===== src/rtl/psdm_pkg.sv =====
// ----------------------------------------------------------------------------
// psdm_pkg
// Shared types and constants for the pairwise squared distance matrix unit.
// ----------------------------------------------------------------------------
package psdm_pkg;

   // fixed field widths of the channels
   localparam int NUM_COORDS = 8;
   localparam int COORD_W    = 16;
   localparam int INDEX_W    = 4;
   localparam int DIST_W     = 35;

   // configuration port
   localparam int CSR_INDEX_W = 2;
   localparam int CSR_DATA_W  = 4;

   localparam logic [CSR_INDEX_W-1:0] CSR_DIMS_IN_USE     = 2'd0;
   localparam logic [CSR_INDEX_W-1:0] CSR_SINGLE_DIM_MODE = 2'd1;
   localparam logic [CSR_INDEX_W-1:0] CSR_SELECTED_DIM    = 2'd2;

   // result status codes
   localparam logic STATUS_OK      = 1'b0;
   localparam logic STATUS_DROPPED = 1'b1;

   typedef struct packed {
      logic                       restart;
      logic signed [COORD_W-1:0]  coord_0;
      logic signed [COORD_W-1:0]  coord_1;
      logic signed [COORD_W-1:0]  coord_2;
      logic signed [COORD_W-1:0]  coord_3;
      logic signed [COORD_W-1:0]  coord_4;
      logic signed [COORD_W-1:0]  coord_5;
      logic signed [COORD_W-1:0]  coord_6;
      logic signed [COORD_W-1:0]  coord_7;
   } req_payload_type;

   typedef struct packed {
      logic [INDEX_W-1:0] row_index;
      logic [INDEX_W-1:0] col_index;
      logic [DIST_W-1:0]  distance;
      logic               last;
      logic               status;
   } rsp_payload_type;

   // one result slot travelling down the pipeline beside the data
   typedef struct packed {
      logic               valid;
      logic [INDEX_W-1:0] row;
      logic [INDEX_W-1:0] col;
      logic               last;
      logic               status;
      logic               zero;
   } token_type;

endpackage


===== src/rtl/psdm_merge.sv =====
// ----------------------------------------------------------------------------
// psdm_merge
// Merge stage: registered pairwise sums of the lane squares, then final sum.
// ----------------------------------------------------------------------------
module psdm_merge #(
   parameter int LANES = 8
) (
   input  logic                                   clock,
   input  logic                                   advance,
   input  logic [LANES-1:0][psdm_pkg::DIST_W-1:0] sq,
   output logic [psdm_pkg::DIST_W-1:0]            sum
);

   import psdm_pkg::*;

   localparam int HALF = (LANES + 1) / 2;

   logic [2*HALF-1:0][DIST_W-1:0] padded;
   logic [HALF-1:0][DIST_W-1:0]   pair_in;
   logic [HALF-1:0][DIST_W-1:0]   pair_ff;

   // first level: sums of neighboring lanes
   always_comb begin
      padded = '0;
      for (int k = 0; k < LANES; k++) begin
         padded[k] = sq[k];
      end
      for (int k = 0; k < HALF; k++) begin
         pair_in[k] = padded[2*k] + padded[2*k+1];
      end
   end

   always_ff @(posedge clock) begin
      if (advance) begin
         pair_ff <= pair_in;
      end
   end

   // second level: one term per lane pair, wraps modulo 2^DIST_W
   always_comb begin
      sum = '0;
      for (int k = 0; k < HALF; k++) begin
         sum = sum + pair_ff[k];
      end
   end

endmodule


===== config.mk =====
export PLATFORM = sky130hd
export DESIGN_NAME = psdm_merge
export DESIGN_NICKNAME = d
export VERILOG_FILES = /design/src/rtl/psdm_pkg.sv /design/src/rtl/psdm_merge.sv
export SDC_FILE = /design/constraint.sdc
export NUM_CORES = 1
export LEC_CHECK = 0
export ABC_AREA = 1
export BUFFER_PORTS_ARGS = -buffer_cell sky130_fd_sc_hd__clkbuf_2
export CORE_ASPECT_RATIO = 1.2
export CORE_UTILIZATION = 55
export CTS_BUF_LIST = sky130_fd_sc_hd__clkbuf_8
export CTS_CLUSTER_DIAMETER = 200
export DETAILED_ROUTE_END_ITERATION = 16
export PLACE_DENSITY = 0.86
export SYNTH_ARGS = -nofsm -noshare
export SYNTH_HDL_FRONTEND = slang
export SYNTH_SLANG_ARGS = --single-unit

===== constraint.sdc =====
create_clock -name clock -period 4.4 [get_ports clock]
set_input_delay 0.44 -clock clock [delete_from_list [all_inputs] [get_ports clock]]
set_output_delay 0.44 -clock clock [all_outputs]
set_load 0.02 [all_outputs]

; Yosys cells after proc, flatten, opt, wreduce, memory -nomap -nowiden
; Cells that the tools add are included.
[totals]
ff_bits = 140
ram_bits = 0
mem_bits_ro = 0
latchBits = 0
n_memories = 0
inputBits = 282
[classes]
shift = 0
reduce_logical = 0
bitwise = 0
n_addsub = 7
mux = 0
eq_ne = 0
div_mod_pow = 0
multipliers = 0
order_cmp = 0
[op_table]
columns = cell, n
row1 = $add 35x35->35, 7

; Longest topological paths before layout
[depth]
ltp_word = 3
depth_mapped = 18
depth_no_buf = 18

; Worst setup path before layout
; OpenSTA, ideal clock, no wires.
[synth_timing]
kind = reg2out
startpoint = reg pair_ff[1] (netlist bit)
endpoint = out sum[15] (netlist bit)
required_ns = 3.960
arrival_ns = 2.930
path_buffers = 0
setup_slack_ns = 1.030
stages_incl_launch_ff = 16
cell_sequence = edfxtp_1 inv_1 fa_1 fa_1 inv_1 ha_1 inv_1 fa_1 inv_1 nand3_1 nand2_2 nand2_1 nand2_2 nand3_1 nand2_2 xor2_1
[synth_via]
elab_chain_len = 3
[synth_lines]
columns = item, line_no
row1 = "start, declared", psdm_merge.sv:20  ; logic [HALF-1:0][DIST_W-1:0] pair_ff;
row2 = "start signal, assigned", psdm_merge.sv:35  ; pair_ff <= pair_in;
row3 = $add 35x35->35 (3 in a row), psdm_merge.sv:43  ; sum = sum + pair_ff[k];
row4 = "end, declared", psdm_merge.sv:11  ; output logic [psdm_pkg::DIST_W-1:0] sum
; No other way between the ends.

; Worst setup path after layout
[layout_timing]
startpoint = reg pair_ff[1] (netlist bit)
endpoint = out sum[27] (netlist bit)
; Same word-level chain as after synthesis.

==> metrics.sh <==
OUTCOME='completed'
FIN_CRIT_SH_PCT=92.1
NUMBER_OF_FLIP_FLOPS_UNDER_THE_LARGEST_REGISTER_NAME=140
FP.DIEAREA_UM2=33900
SYNTH_TOP_AREA_CELLS='edfxtp_1, nand2_1, inv_1'
CTS-ROOT-TO-SINK-BUFFERS=2
FINALHOLDVIOLATIONS=0
CORE_AREA_UM2=32400
CLK_PIN_SLEW_WORST_PATHS_PS=100
YOSYSSEQAREASHARE_PCT=23.1
YOSYS.AREA.TOP_TYPE='edfxtp_1'
ROUTED_VIA_DENSITY=5.28
MAX_STAGE_DELAY_PS=560
CORE.ROWCOUNT=72
SYNTHESIS.NETS=3328
CP.BUFFERS_INVERTERS=5
DRTPASS1ITERATIONS=8
POSTSYNTHAREAPERCELL_UM2=6.50
NETLIST-CELL-TYPE-COUNT=23
YOSYS_REGISTER_BITS=140
BUFFER_PORTS.INSERTED=316
TOP_REGISTER='pair_ff'
CTS-HTREE-LEVELS=4
MIN-DELAY-PATH-CLASS='in -> reg'
MOST_FREQUENT_CELLS_IN_THE_LAYOUT='nand2_1, inv_1, clkbuf_2'
CTS_NUM_SINKS=140
CP_TOP_FAMILY='adder cells'
RELSLEWSLACK_PCT=43.6
RSZ_0062_RAISED_AFTER_GLOBAL_ROUTING='false'
SYNTH_WARNINGS=0
SYNTH.TOP_CELL.AREA_SHARE_PCT=23.1
TIMING.CRITICAL_PATH.SLOWEST_STAGE_CELL='fa_1'
POST_LAYOUT_NETS=3664
WORSTMARGINPINSLEW_PS=846
CRITPATHMOSTFREQUENTCELL='nand2_1'
DIE_HEIGHT_UM=201
DIE_BOUNDARY_WIDTH_UM=168
CTSROOTBUFFERMASTER='clkbuf_8'
CRIT_PATH_CELL_TRACE='inv_1 > fa_1 > fa_1 > inv_1 > ha_2 > inv_1 > fa_2 > inv_2 > nand3_1 > nand2_2 > nand2_1 > nand2_2 > nand2_1 > nand2_1 > nand3_1 > nand2_1 > nand2_1 > nand2_1 > clkbuf_2'
GLOBAL_ROUTE.OVERFLOW_TOTAL=0
LAYOUT.CELLS.MOST_COMMON='nand2_1'
P_LEAK_nW=12.0
TOP_REGS='pair_ff x140'
ENDPOINT_KIND='output pin'
WORSTSETUPSTARTPOINTTYPE='register'
POST_SYNTH_INST_COUNT=2804
CRITICALPATHCATEGORY='reg -> out'
CRIT_FANOUT=4
FIN_CRIT_PS=4050
SUM_OF_NET_HALF_PERIMETERS_AFTER_DETAILED_PLACEMENT_UM=54200
CRITPATHREQUIREDTIME_PS=3960
REPORT.POWER.TOTAL_mW=11.2
ROUTE.DETAILED.WL_PER_INST_UM=17.1
FINALSETUPVIOLATIONS=0
VDD_DROP_MAX_V=0.000435
REPORT.FINAL.SLEW_VIOL_COUNT=0
MAX_CLOCK_FREQ_MHz=247
GLOBAL_ROUTE.USAGE.TOTAL_PCT=36.7
GLOBAL_PLACEMENT_ROUTABILITY_CONGESTION=1.02
PIN_COUNT_OF_THE_BIGGEST_NET_ENTERING_GLOBAL_ROUTING=79
DESIGN.PORTCOUNT=317
AREA_GROWTH_SYN_TO_LAYOUT_PCT=13.7
GRT_PASS1_WL_UM=96100
FINAL.SETUP.TNS_PS=0
POST-ROUTE-DRC-COUNT=0
CLOCK_TREE_FROM_TRITONCTS='done'
START_UTIL_PCT=56.2
POWER_DENSITY_nW_PER_UM2=539
MAX_CAP_VIOLATIONS=0
FIRST_GLOBAL_VIAS=18329
DETAILROUTE.VIA_COUNT=18810
ANTENNA_VIOLATING_NETS_POST_ROUTE=0
NUMCTSBUFFERS=17
NETLIST_AREA_UM2=18200
WORST_EP_ARRIVAL_TIME_PS=3610
NUMBER_OF_ANTENNA_VIOLATIONS_AT_THE_FIRST_CHECK_IN_GLOBAL_ROUTING=2
POSTROUTEWIRELENGTH_UM=61000
DRIVE_ABOVE_1_SHARE_PCT=13.4
DETAIL_ROUTE.ITER0.VIOLATIONS=1514
==> repair_timing <==
| action | in CTS | in global routing |
|---|---|---|
| setup buffers | 0 | 0 |
| setup endpoints to repair | 0 | 7 |
| gates resized for setup | 0 | 5 |
| hold endpoints to repair | 0 | 0 |
| hold buffers | 0 | 0 |
==> synthesized netlist by cell type <==
master,n
ha_1,170
a21oi_1,181
fa_1,72
o21ai_0,101
a21oi_2,3
nor2_2,9
xor2_1,76
nand2_2,37
o21bai_1,15
inv_2,1
inv_1,639
nor2_4,1
nor3_2,1
nand3_2,15
edfxtp_1,140
o21a_1,4
a21o_1,2
xnor2_1,17
nand2_1,879
nor3_1,39
nor2_1,271
nand3_1,109
nand4_1,22
==> kinds of logic after synthesis <==
group,share of synthesized area (%)
simple gates,31.0
buf+inv,13.2
compound gates,8.75
fa+ha+maj,19.6
flops,23.0
xor+xnor,4.47
==> layout make-up <==
type,count,area [um^2]
Clock buffer,17,234
Tap cell,407,509
Clock inverter,15,128
Multi-Input combinational cell,2024,11600
Fill cell,3001,11700
Timing Repair Buffer,317,1600
Inverter,640,2400
Sequential cell,140,4200
Antenna cell,3,7.51
==> report_power, final <==
part | leakage (nW) | internal (mW) | switching [mW]
sequential | 1.37 | 1.74 | 0.0794
clock | 0.186 | 0.409 | 0.566
combinational | 10.4 | 2.72 | 5.66
==> routing by layer <==
| layer | track usage (%) | up-vias | part of all wire [%] |
|---|---|---|---|
| met2 | 62.3 | 756 | 47 |
| met3 | 4.58 | 129 | 6.3 |
| li1 | - | 9354 | - |
| met4 | 17.9 | 0 | 5.2 |
| met5 | 0 | - | 0 |
| met1 | 46.1 | 8571 | 41 |
==> final timing paths <==
path,startpoint,to,cells after the start
worst min-delay path,sq[245],pair_ff[105]$_DFFE_PP_,2
worst max-delay path,pair_ff[1]$_DFFE_PP_,sum[27],19
==> metrics by stage <==
step	area (um^2)	util (%)	std cells	worst slack, ps	hold WS (ps)
floorplan	18200	-	2804	1030	552
global route	20700	63.9	3560	66.8	247
CTS	20700	63.9	3560	180	251
global placement	20400	62.8	3528	804	731
detailed placement	20400	62.8	3528	693	738
finish	20700	63.9	3563	347	278
(Power assumes the default switching activity.)
