## src/rtl/psdm_pkg.sv

```systemverilog
// ----------------------------------------------------------------------------
// psdm_pkg
// Shared types and constants for the pairwise squared distance matrix unit.
// ----------------------------------------------------------------------------
package psdm_pkg;

   // fixed field widths of the channels
   localparam int NUM_COORDS = 8;
   localparam int COORD_W    = 16;
   localparam int INDEX_W    = 4;
   localparam int DIST_W     = 35;

   // configuration port
   localparam int CSR_INDEX_W = 2;
   localparam int CSR_DATA_W  = 4;

   localparam logic [CSR_INDEX_W-1:0] CSR_DIMS_IN_USE     = 2'd0;
   localparam logic [CSR_INDEX_W-1:0] CSR_SINGLE_DIM_MODE = 2'd1;
   localparam logic [CSR_INDEX_W-1:0] CSR_SELECTED_DIM    = 2'd2;

   // result status codes
   localparam logic STATUS_OK      = 1'b0;
   localparam logic STATUS_DROPPED = 1'b1;

   typedef struct packed {
      logic                       restart;
      logic signed [COORD_W-1:0]  coord_0;
      logic signed [COORD_W-1:0]  coord_1;
      logic signed [COORD_W-1:0]  coord_2;
      logic signed [COORD_W-1:0]  coord_3;
      logic signed [COORD_W-1:0]  coord_4;
      logic signed [COORD_W-1:0]  coord_5;
      logic signed [COORD_W-1:0]  coord_6;
      logic signed [COORD_W-1:0]  coord_7;
   } req_payload_type;

   typedef struct packed {
      logic [INDEX_W-1:0] row_index;
      logic [INDEX_W-1:0] col_index;
      logic [DIST_W-1:0]  distance;
      logic               last;
      logic               status;
   } rsp_payload_type;

   // one result slot travelling down the pipeline beside the data
   typedef struct packed {
      logic               valid;
      logic [INDEX_W-1:0] row;
      logic [INDEX_W-1:0] col;
      logic               last;
      logic               status;
      logic               zero;
   } token_type;

endpackage

```

## src/rtl/psdm_lane.sv

```systemverilog
// ----------------------------------------------------------------------------
// psdm_lane
// One coordinate lane: squared difference of two coordinates, registered.
// ----------------------------------------------------------------------------
module psdm_lane #(
   parameter int COORD_BITS = 16
) (
   input  logic                        clock,
   input  logic                        advance,
   input  logic                        enable,
   input  logic [COORD_BITS-1:0]       coord_a,
   input  logic [COORD_BITS-1:0]       coord_b,
   output logic [psdm_pkg::DIST_W-1:0] sq_ff
);

   import psdm_pkg::*;

   localparam int DIFF_W = COORD_BITS + 1;
   localparam int SQ_W   = 2 * DIFF_W;

   logic [DIFF_W-1:0] diff;
   logic [DIFF_W-1:0] mag;
   logic [SQ_W-1:0]   prod;
   logic [DIST_W-1:0] sq_in;

   // sign-extended difference, magnitude, square; result kept modulo 2^DIST_W
   always_comb begin
      diff  = {coord_a[COORD_BITS-1], coord_a} - {coord_b[COORD_BITS-1], coord_b};
      mag   = diff[DIFF_W-1] ? (~diff + DIFF_W'(1)) : diff;
      prod  = SQ_W'(mag) * SQ_W'(mag);
      sq_in = enable ? DIST_W'(prod) : '0;
   end

   always_ff @(posedge clock) begin
      if (advance) begin
         sq_ff <= sq_in;
      end
   end

endmodule

```

## config.mk

```make
export PLATFORM = sky130hd
export DESIGN_NAME = psdm_lane
export DESIGN_NICKNAME = d
export VERILOG_FILES = /design/src/rtl/psdm_pkg.sv /design/src/rtl/psdm_lane.sv
export SDC_FILE = /design/constraint.sdc
export NUM_CORES = 1
export LEC_CHECK = 0
export ABC_AREA = 1
export BUFFER_PORTS_ARGS = -buffer_cell sky130_fd_sc_hd__buf_2
export CAP_MARGIN = 20
export CELL_PAD_IN_SITES_DETAIL_PLACEMENT = 1
export CELL_PAD_IN_SITES_GLOBAL_PLACEMENT = 1
export CORE_AREA = 2 2 163 165
export CTS_BUF_LIST = sky130_fd_sc_hd__clkbuf_4
export CTS_CLUSTER_DIAMETER = 150
export DETAILED_ROUTE_END_ITERATION = 10
export DIE_AREA = 0 0 165 167
export PLACE_DENSITY_LB_ADDON = 0.05
export SYNTH_ARGS = -nofsm -noshare
export SYNTH_HDL_FRONTEND = slang
export SYNTH_SLANG_ARGS = --single-unit
export TNS_END_PERCENT = 100
```

## constraint.sdc

```tcl
create_clock -name clock -period 7.89 [get_ports clock]
set_clock_uncertainty 0.1 [all_clocks]
set_input_delay 0.789 -clock clock [delete_from_list [all_inputs] [get_ports clock]]
set_output_delay 0.789 -clock clock [all_outputs]
set_load 0.05 [all_outputs]
```

# After elaboration in Yosys (flattened, before gate mapping)
# Index checks and enable logic that the tools add are counted.
op_classes:
  addsub: 2
  n_mul: 1
  n_mux: 1
  bitwise_logic: 1
ops:
  columns: ["cell", "n"]
  rows:
  - ["$mul A17 B17 Y34", 1]
  - ["$add A17 B1 Y17 const B", 1]
  - ["$mux W17", 1]
  - ["$not A17 Y17", 1]
  - ["$sub A16 B16 Y17", 1]
totals:
  regBits: 35
  input_bits: 35
  output_inout_bits: 35
  wordCells: 7

# Longest topological paths before layout
# Gate-level depths: netlist (run 1).
logic_depth:
  word_depth: 5
  mapped_depth: 42
  ltp_nobuf: 41

# Worst setup path before layout (run 1)
# No wires, ideal clock.
synth_timing:
  path_type: "input port to flip-flop"
  startpoint: "input coord_a[0]"
  endpoint: "register sq_ff[28] (netlist name), data pin"
  setup_ps: 262
  t_arrival_ps: 7323
  t_required_ps: 7528
  setup_slack_ps: 204
  cell_stages: 39
  path_buffers: 1
  path_cell_list: "inv_1 ha_1 fa_1 inv_2 nand3_1 nand2_1 nand2_2 nand2_2 nand2_4 nand2_2 nand2_4 nand2_8 inv_6 buf_6 nand3_1 nand2_2 inv_2 nand2_1 [... 3 more ...] inv_1 fa_1 inv_1 fa_1 fa_1 inv_1 fa_1 inv_1 ha_1 nand2_1 nor2_1 inv_1 nor3_1 nand3_1 o221ai_1 nand2_1 nand3_1 a21oi_1"
synth_between:
  elab_chain_cells: 5
synth_lines:
  columns: ["element", "line", "rtl"]
  rows:
  - ["start, declared", "psdm_lane.sv:11", "input logic [COORD_BITS-1:0] coord_a,"]
  - ["$sub A16 B16 Y17 *", "psdm_lane.sv:28", "diff = {coord_a[COORD_BITS-1], coord_a} - {coord_b[COORD_BITS-1], coord_b};"]
  - ["$not A17 Y17", "psdm_lane.sv:29", "mag = diff[DIFF_W-1] ? (~diff + DIFF_W'(1)) : diff;"]
  - ["$add A17 B1 Y17", "psdm_lane.sv:29", null]
  - ["$mux W17 *", "psdm_lane.sv:29", null]
  - ["$mul A17 B17 Y34 *", "psdm_lane.sv:30", "prod = SQ_W'(mag) * SQ_W'(mag);"]
  - ["end signal, assigned", "psdm_lane.sv:36", "sq_ff <= sq_in;"]
  - ["end, declared", "psdm_lane.sv:13", "output logic [psdm_pkg::DIST_W-1:0] sq_ff"]
# Mark *: on every way between the ends. The rest lies on a longest branch, timed or not.
# A chain may end at the register's enable or synchronous reset.

# Final worst setup path (run 1)
layout_timing:
  startpoint: "input coord_a[0]"
  endpoint: "register sq_ff[19] (netlist name), data pin"
# Same word-level chain as after synthesis.

==> results of run 1 <==
-- kinds of logic (layout without fill, tap and decap cells) --
kind of cell             Yosys count  after routing  share of synthesized area [%]
AO/OA/AOI/OAI                    135            135                           6.86
AND/OR/NAND/NOR                  495            495                           20.1
other                              2             14                         0.0675
adder cells (fa/ha/maj)          313            313                           48.3
XOR/XNOR                          13             13                           1.50
flip-flops                        33             33                           8.90
buffers and inverters            407            728                           14.3
-- layout by cell type, fill, tap and decap left out, types with 12 or more instances in the layout --
cell        n
inv_1     361
buf_4     255
nand2_1   229
fa_1      190
ha_1      104
nor2_1     91
buf_2      67
a21oi_1    48
nand3_1    37
edfxtp_1   33
nand2_2    29
nor2_2     29
o21ai_0    24
inv_2      23
nor2_4     19
a21oi_2    16
nand3_2    15
conb_1     14
nand2_4    13
o21ai_2    12
ha_4       12
-- path summary, 6_finish.rpt --
| path | start | end | slack [ns] | cells after the start |
|---|---|---|---|---|
| min | advance | sq_ff[8] | 0.94 | 1 |
| max | coord_a[0] | sq_ff[19] | 0.16 | 36 |
-- worst max-delay path: cells and delay by family --
family                   cells  cell delay [ns]
AO/OA/AOI/OAI                3             0.45
buffers and inverters       10             0.76
adder cells (fa/ha/maj)     10             4.32
AND/OR/NAND/NOR             13             1.40
-- timing repair --
action | CTS | global route
setup endpoints to repair | 11 | 21
pin swaps | 2 | 65
endpoints found under the hold margin | 0 | 0
gates resized for setup | 23 | 155
buffers inserted | 0 | 22
-- metrics by stage --
step                instance area [um2]  hold WS [ns]  setup slack [ns]  util (%)  setup TNS (ns)
finish                            14600         0.943             0.163      56.8               0
global route                      14600         0.958            -0.149      56.8          -0.852
CTS                               13800         0.930           -0.0118      53.5         -0.0155
detailed placement                13700          1.23            -0.519      53.2           -7.87
global placement                  13700          1.23            -0.283      53.2           -3.35
floorplan                         11200         0.801             0.204         -               0
-- cell type report --
cell class	count	area [um2]
Multi-Input combinational cell	970	9280
Inverter	391	1490
Clock inverter	1	3.75
Clock buffer	6	45.0
Tap cell	335	419
Fill cell	3239	11100
Sequential cell	33	991
Timing Repair Buffer	330	2390
-- per-layer routing --
| metal | part of all wire [%] | routed length (um) |
|---|---|---|
| met1 | 43 | 14800 |
| met2 | 53 | 18500 |
| met3 | 2.0 | 707 |
| met4 | 1.8 | 631 |
| met5 | 0 | 0 |
==> results.ini, run 1 <==
[finish]
nets=2079
final_cells=2066
largest_reg_flops=33
drive_gt1_share_pct=31.4
regMostFlops=sq_ff
reg.largest.list=sq_ff (33)
syn_to_final_growth_pct=31.4
n_antenna_cell=0

[worst_setup_path]
crit_arrival_ns=7.73
crit_fanout=6
startpoint_type=input pin
cp_data_required_time_ns=7.89
worstSetupPathType=input pin to flop
cpPeakStageDelay_ns=0.58
path_common_cell=inv_1
slowest_stage=fa_2
end_kind=flop

[global_route]
first_global_vias=11400
use_met3_pct=1.17
overflow=0
grt_pass1_wl_um=55600
grtUsageMet1_pct=32.5
antenna_found_initial=0
grt_max_degree=34
grtUsageTotal_pct=25.5
use_met2_pct=47.9
busiest_layer=met2

[placement]
portBuffers=67
place_inst=2037
place_congestion=0.871
hpwl_um=30300

[yosys]
yosys_warnings=0
synthTopCellsByArea=fa_1 35%, ha_1 13%, inv_1 12%, edfxtp_1 8.9%, nand2_1 8.3%
synth_area_per_cell_um2=7.96
yosysTopAreaCell=fa_1
ys_top_cells_by_count=366 x inv_1, 245 x nand2_1, 194 x fa_1, 123 x nor2_1, 119 x ha_1
yosysMostFrequentCell=inv_1
syn_area_mm2=0.0111
synth_edf_count=33
ys_seq_area_share_pct=8.90
synthFlopType=edfxtp_1
ys_ff_latch=33
synth_cell_type_count=50
postSynthCellCount=1398
synthArstFlopShare_pct=0
yosys.area.top_type_share_pct=34.9

[min_path]
hold_path_class=input pin to flop

[sta]
setup_violations=0
worst_slew_pin_slew_ns=0.747
max_freq_mhz=129
slew_headroom_pct=50.2
period_needed_ns=7.73
period_share_pct=97.9
hold_viol_final=0
slew_viol_final=0

[die]
dieArea_mm2=0.0276
rows=59
die_y_um=167
initial_utilization_pct=43.2
num_io_pins=70
core-area_mm2=0.0258
die_w_um=165

[clock_network]
cts_buffers=5
htreeDepth=2
clock_sinks=33
cts-hold-fix-buffers=0
clockBufferDepth=2
root_buffer=clkbuf_4
clk_pin_slew_ns=0.11
cts_tree=yes

[route]
vias=10100
drc=0
wl_um=34600
wl_per_cell_um=16.8
final_antenna_net_count=0
first_pass_iters=4
drt_iter0_drc=386
viasPerCell=4.91

[run]
cap_violations=0

[status]
status=completed

Power of run 1 is not shown: default switching activity piles up to over one toggle a cycle in this logic, so the estimate is an artifact.
==> run 2, diff against run 1 <==
- clock period: 7.89 -> 6.5 ns (I/O delays scaled with it)
==> run 2 against run 1 <==
  * The flow now finishes with violations (setup timing)
  * Non-clock buffer count up 121
  * Die area unchanged
  * Routed wire length up 54%
  * Global-route usage up 5.1 points
  * Cell count up 6.0%
  * Worst setup slack worse by 1.5 ns
  * Hold slack worse by 0.12 ns
  * Highest routed layer unchanged
==> results.ini, run 2 (synthesis gave the netlist of run 1 again) <==
[sta]
slew_viol_final=0  ; unchanged
period_needed_ns=7.83
period_share_pct=121
slew_headroom_pct=45.5  ; -4.7 points
setup_violations=25  ; +25
hold_viol_final=0  ; unchanged
rsz0062_at_grt=yes
max_freq_mhz=128
worst_slew_pin_slew_ns=0.817  ; +0.0702 ns
setup_slack_ns=-1.33  ; -1.50 ns

[route]
viasPerCell=5.53  ; +13%
wl_met3_um=2760  ; +290%
met1_length_um=18600  ; +26%
met2WireLength_um=27400  ; +48%
topRoutingLayerUsed=met4
drc=0  ; unchanged
wl_per_cell_um=24.3  ; +45%
final_antenna_net_count=0  ; unchanged
vias=12100  ; +19%
first_pass_iters=5  ; +1
drt_iter0_drc=739  ; +91%
wl_um=53200  ; +54%

[finish]
fillers=2995  ; -7.5%
reg.largest.list=sq_ff (33)
regMostFlops=sq_ff
largest_reg_flops=33  ; unchanged
syn_to_final_growth_pct=53.0
nets=2201  ; +5.9%
layout_commonest_cell=buf_4
final_cell_area_mm2=0.0170  ; +16%
final_util_pct=66.1  ; +9.4 points
drive_gt1_share_pct=47.4  ; +16 points
n_antenna_cell=0  ; unchanged
layout_common_cells=332 x buf_4, 316 x inv_1, 175 x nand2_1, 175 x fa_1, 81 x ha_1

[die]
initial_utilization_pct=43.2  ; unchanged
die_y_um=167  ; unchanged
core-area_mm2=0.0258  ; unchanged
die_w_um=165  ; unchanged
dieArea_mm2=0.0276  ; unchanged
rows=59  ; unchanged
num_io_pins=70  ; unchanged

[status]
violations=setup timing
status=finished, violations left

[worst_setup_path]
startpoint_type=input pin
cpPeakStageDelay_ns=0.57  ; about the same
end_kind=flop
worstSetupPathType=input pin to flop
crit_arrival_ns=7.88  ; +0.15 ns
path_common_cell=inv_1
cp_data_required_time_ns=6.54  ; -1.35 ns
crit_fanout=5  ; -1
slowest_stage=fa_1

[placement]
placed_cell_area_mm2=0.0144  ; +5.3%
portBuffers=67  ; unchanged
hpwl_um=31000  ; +2.4%
place_congestion=0.880  ; +1.0%

[global_route]
grt_max_degree=34  ; unchanged
grtUsageTotal_pct=30.5  ; +5.1 points
grt_pass1_wl_um=65400  ; +18%
antenna_found_initial=0  ; unchanged
first_global_vias=12900  ; +12%
overflow=0  ; unchanged

[clock_network]
root_buffer=clkbuf_4
clockBufferDepth=2  ; unchanged
htreeDepth=2  ; unchanged
clock_sinks=33  ; unchanged
cts_tree=yes
clk_pin_slew_ns=0.13  ; +0.02 ns
cts_buffers=5  ; unchanged
cts-hold-fix-buffers=0  ; unchanged

[min_path]
hold_path_class=input pin to flop

[run]
cap_violations=0  ; unchanged

run 2: worst max-delay path, delay by kind of cell:
kind                       cells  cell delay, ns
buffers and inverters         15            1.63
and+or+nand+nor               16            1.74
adders and majority gates      8            3.18
AOI/OAI and AO/OA              4            0.66
run 2: timing repair:
action,in CTS,in global routing
setup buffers,45,54
pin swaps,109,97
endpoints found under the setup margin,25,26
gates cloned,1,0
gates resized for setup,184,272
run 2: routing by layer:
metal / GRT usage [%] / vias up
met1: 34.6 / 6066
met3: 4.23 / 330
met4: 12.5 / 0
met5: 0 / -
met2: 56.7 / 620
li1: - / 5094
run 2: area by class of cell:
class	instances	area (um2)	share of cell area, %
multi-input cells	970	10500	61.5
repair buffers	451	3520	20.6
inverters	391	1540	9.06
flip-flops and latches	33	991	5.82
well taps	335	419	2.46
clock buffers	6	45.0	0.264
clock inverters	2	33.8	0.198
repair inverters	1	6.26	0.0367
run 2: metrics by stage:
step,worst slack [ns],instances,hold WS [ns],setup TNS [ns]
after floorplan,-0.812,1410,0.662,-11.27
after global placement,-1.48,2087,1.09,-28.73
after detailed placement,-1.58,2087,1.09,-31.80
after CTS,-0.819,2141,0.778,-15.81
after global routing,-1.54,2189,0.820,-31.89
final,-1.33,2189,0.820,-26.91
run 2: path summary, 6_finish.rpt:
kind | end | depth (start not counted) | from
setup / recovery | sq_ff[33] | 43 | coord_b[2]
hold / removal | sq_ff[20] | 1 | advance
Power of run 2 is left out for the same reason.
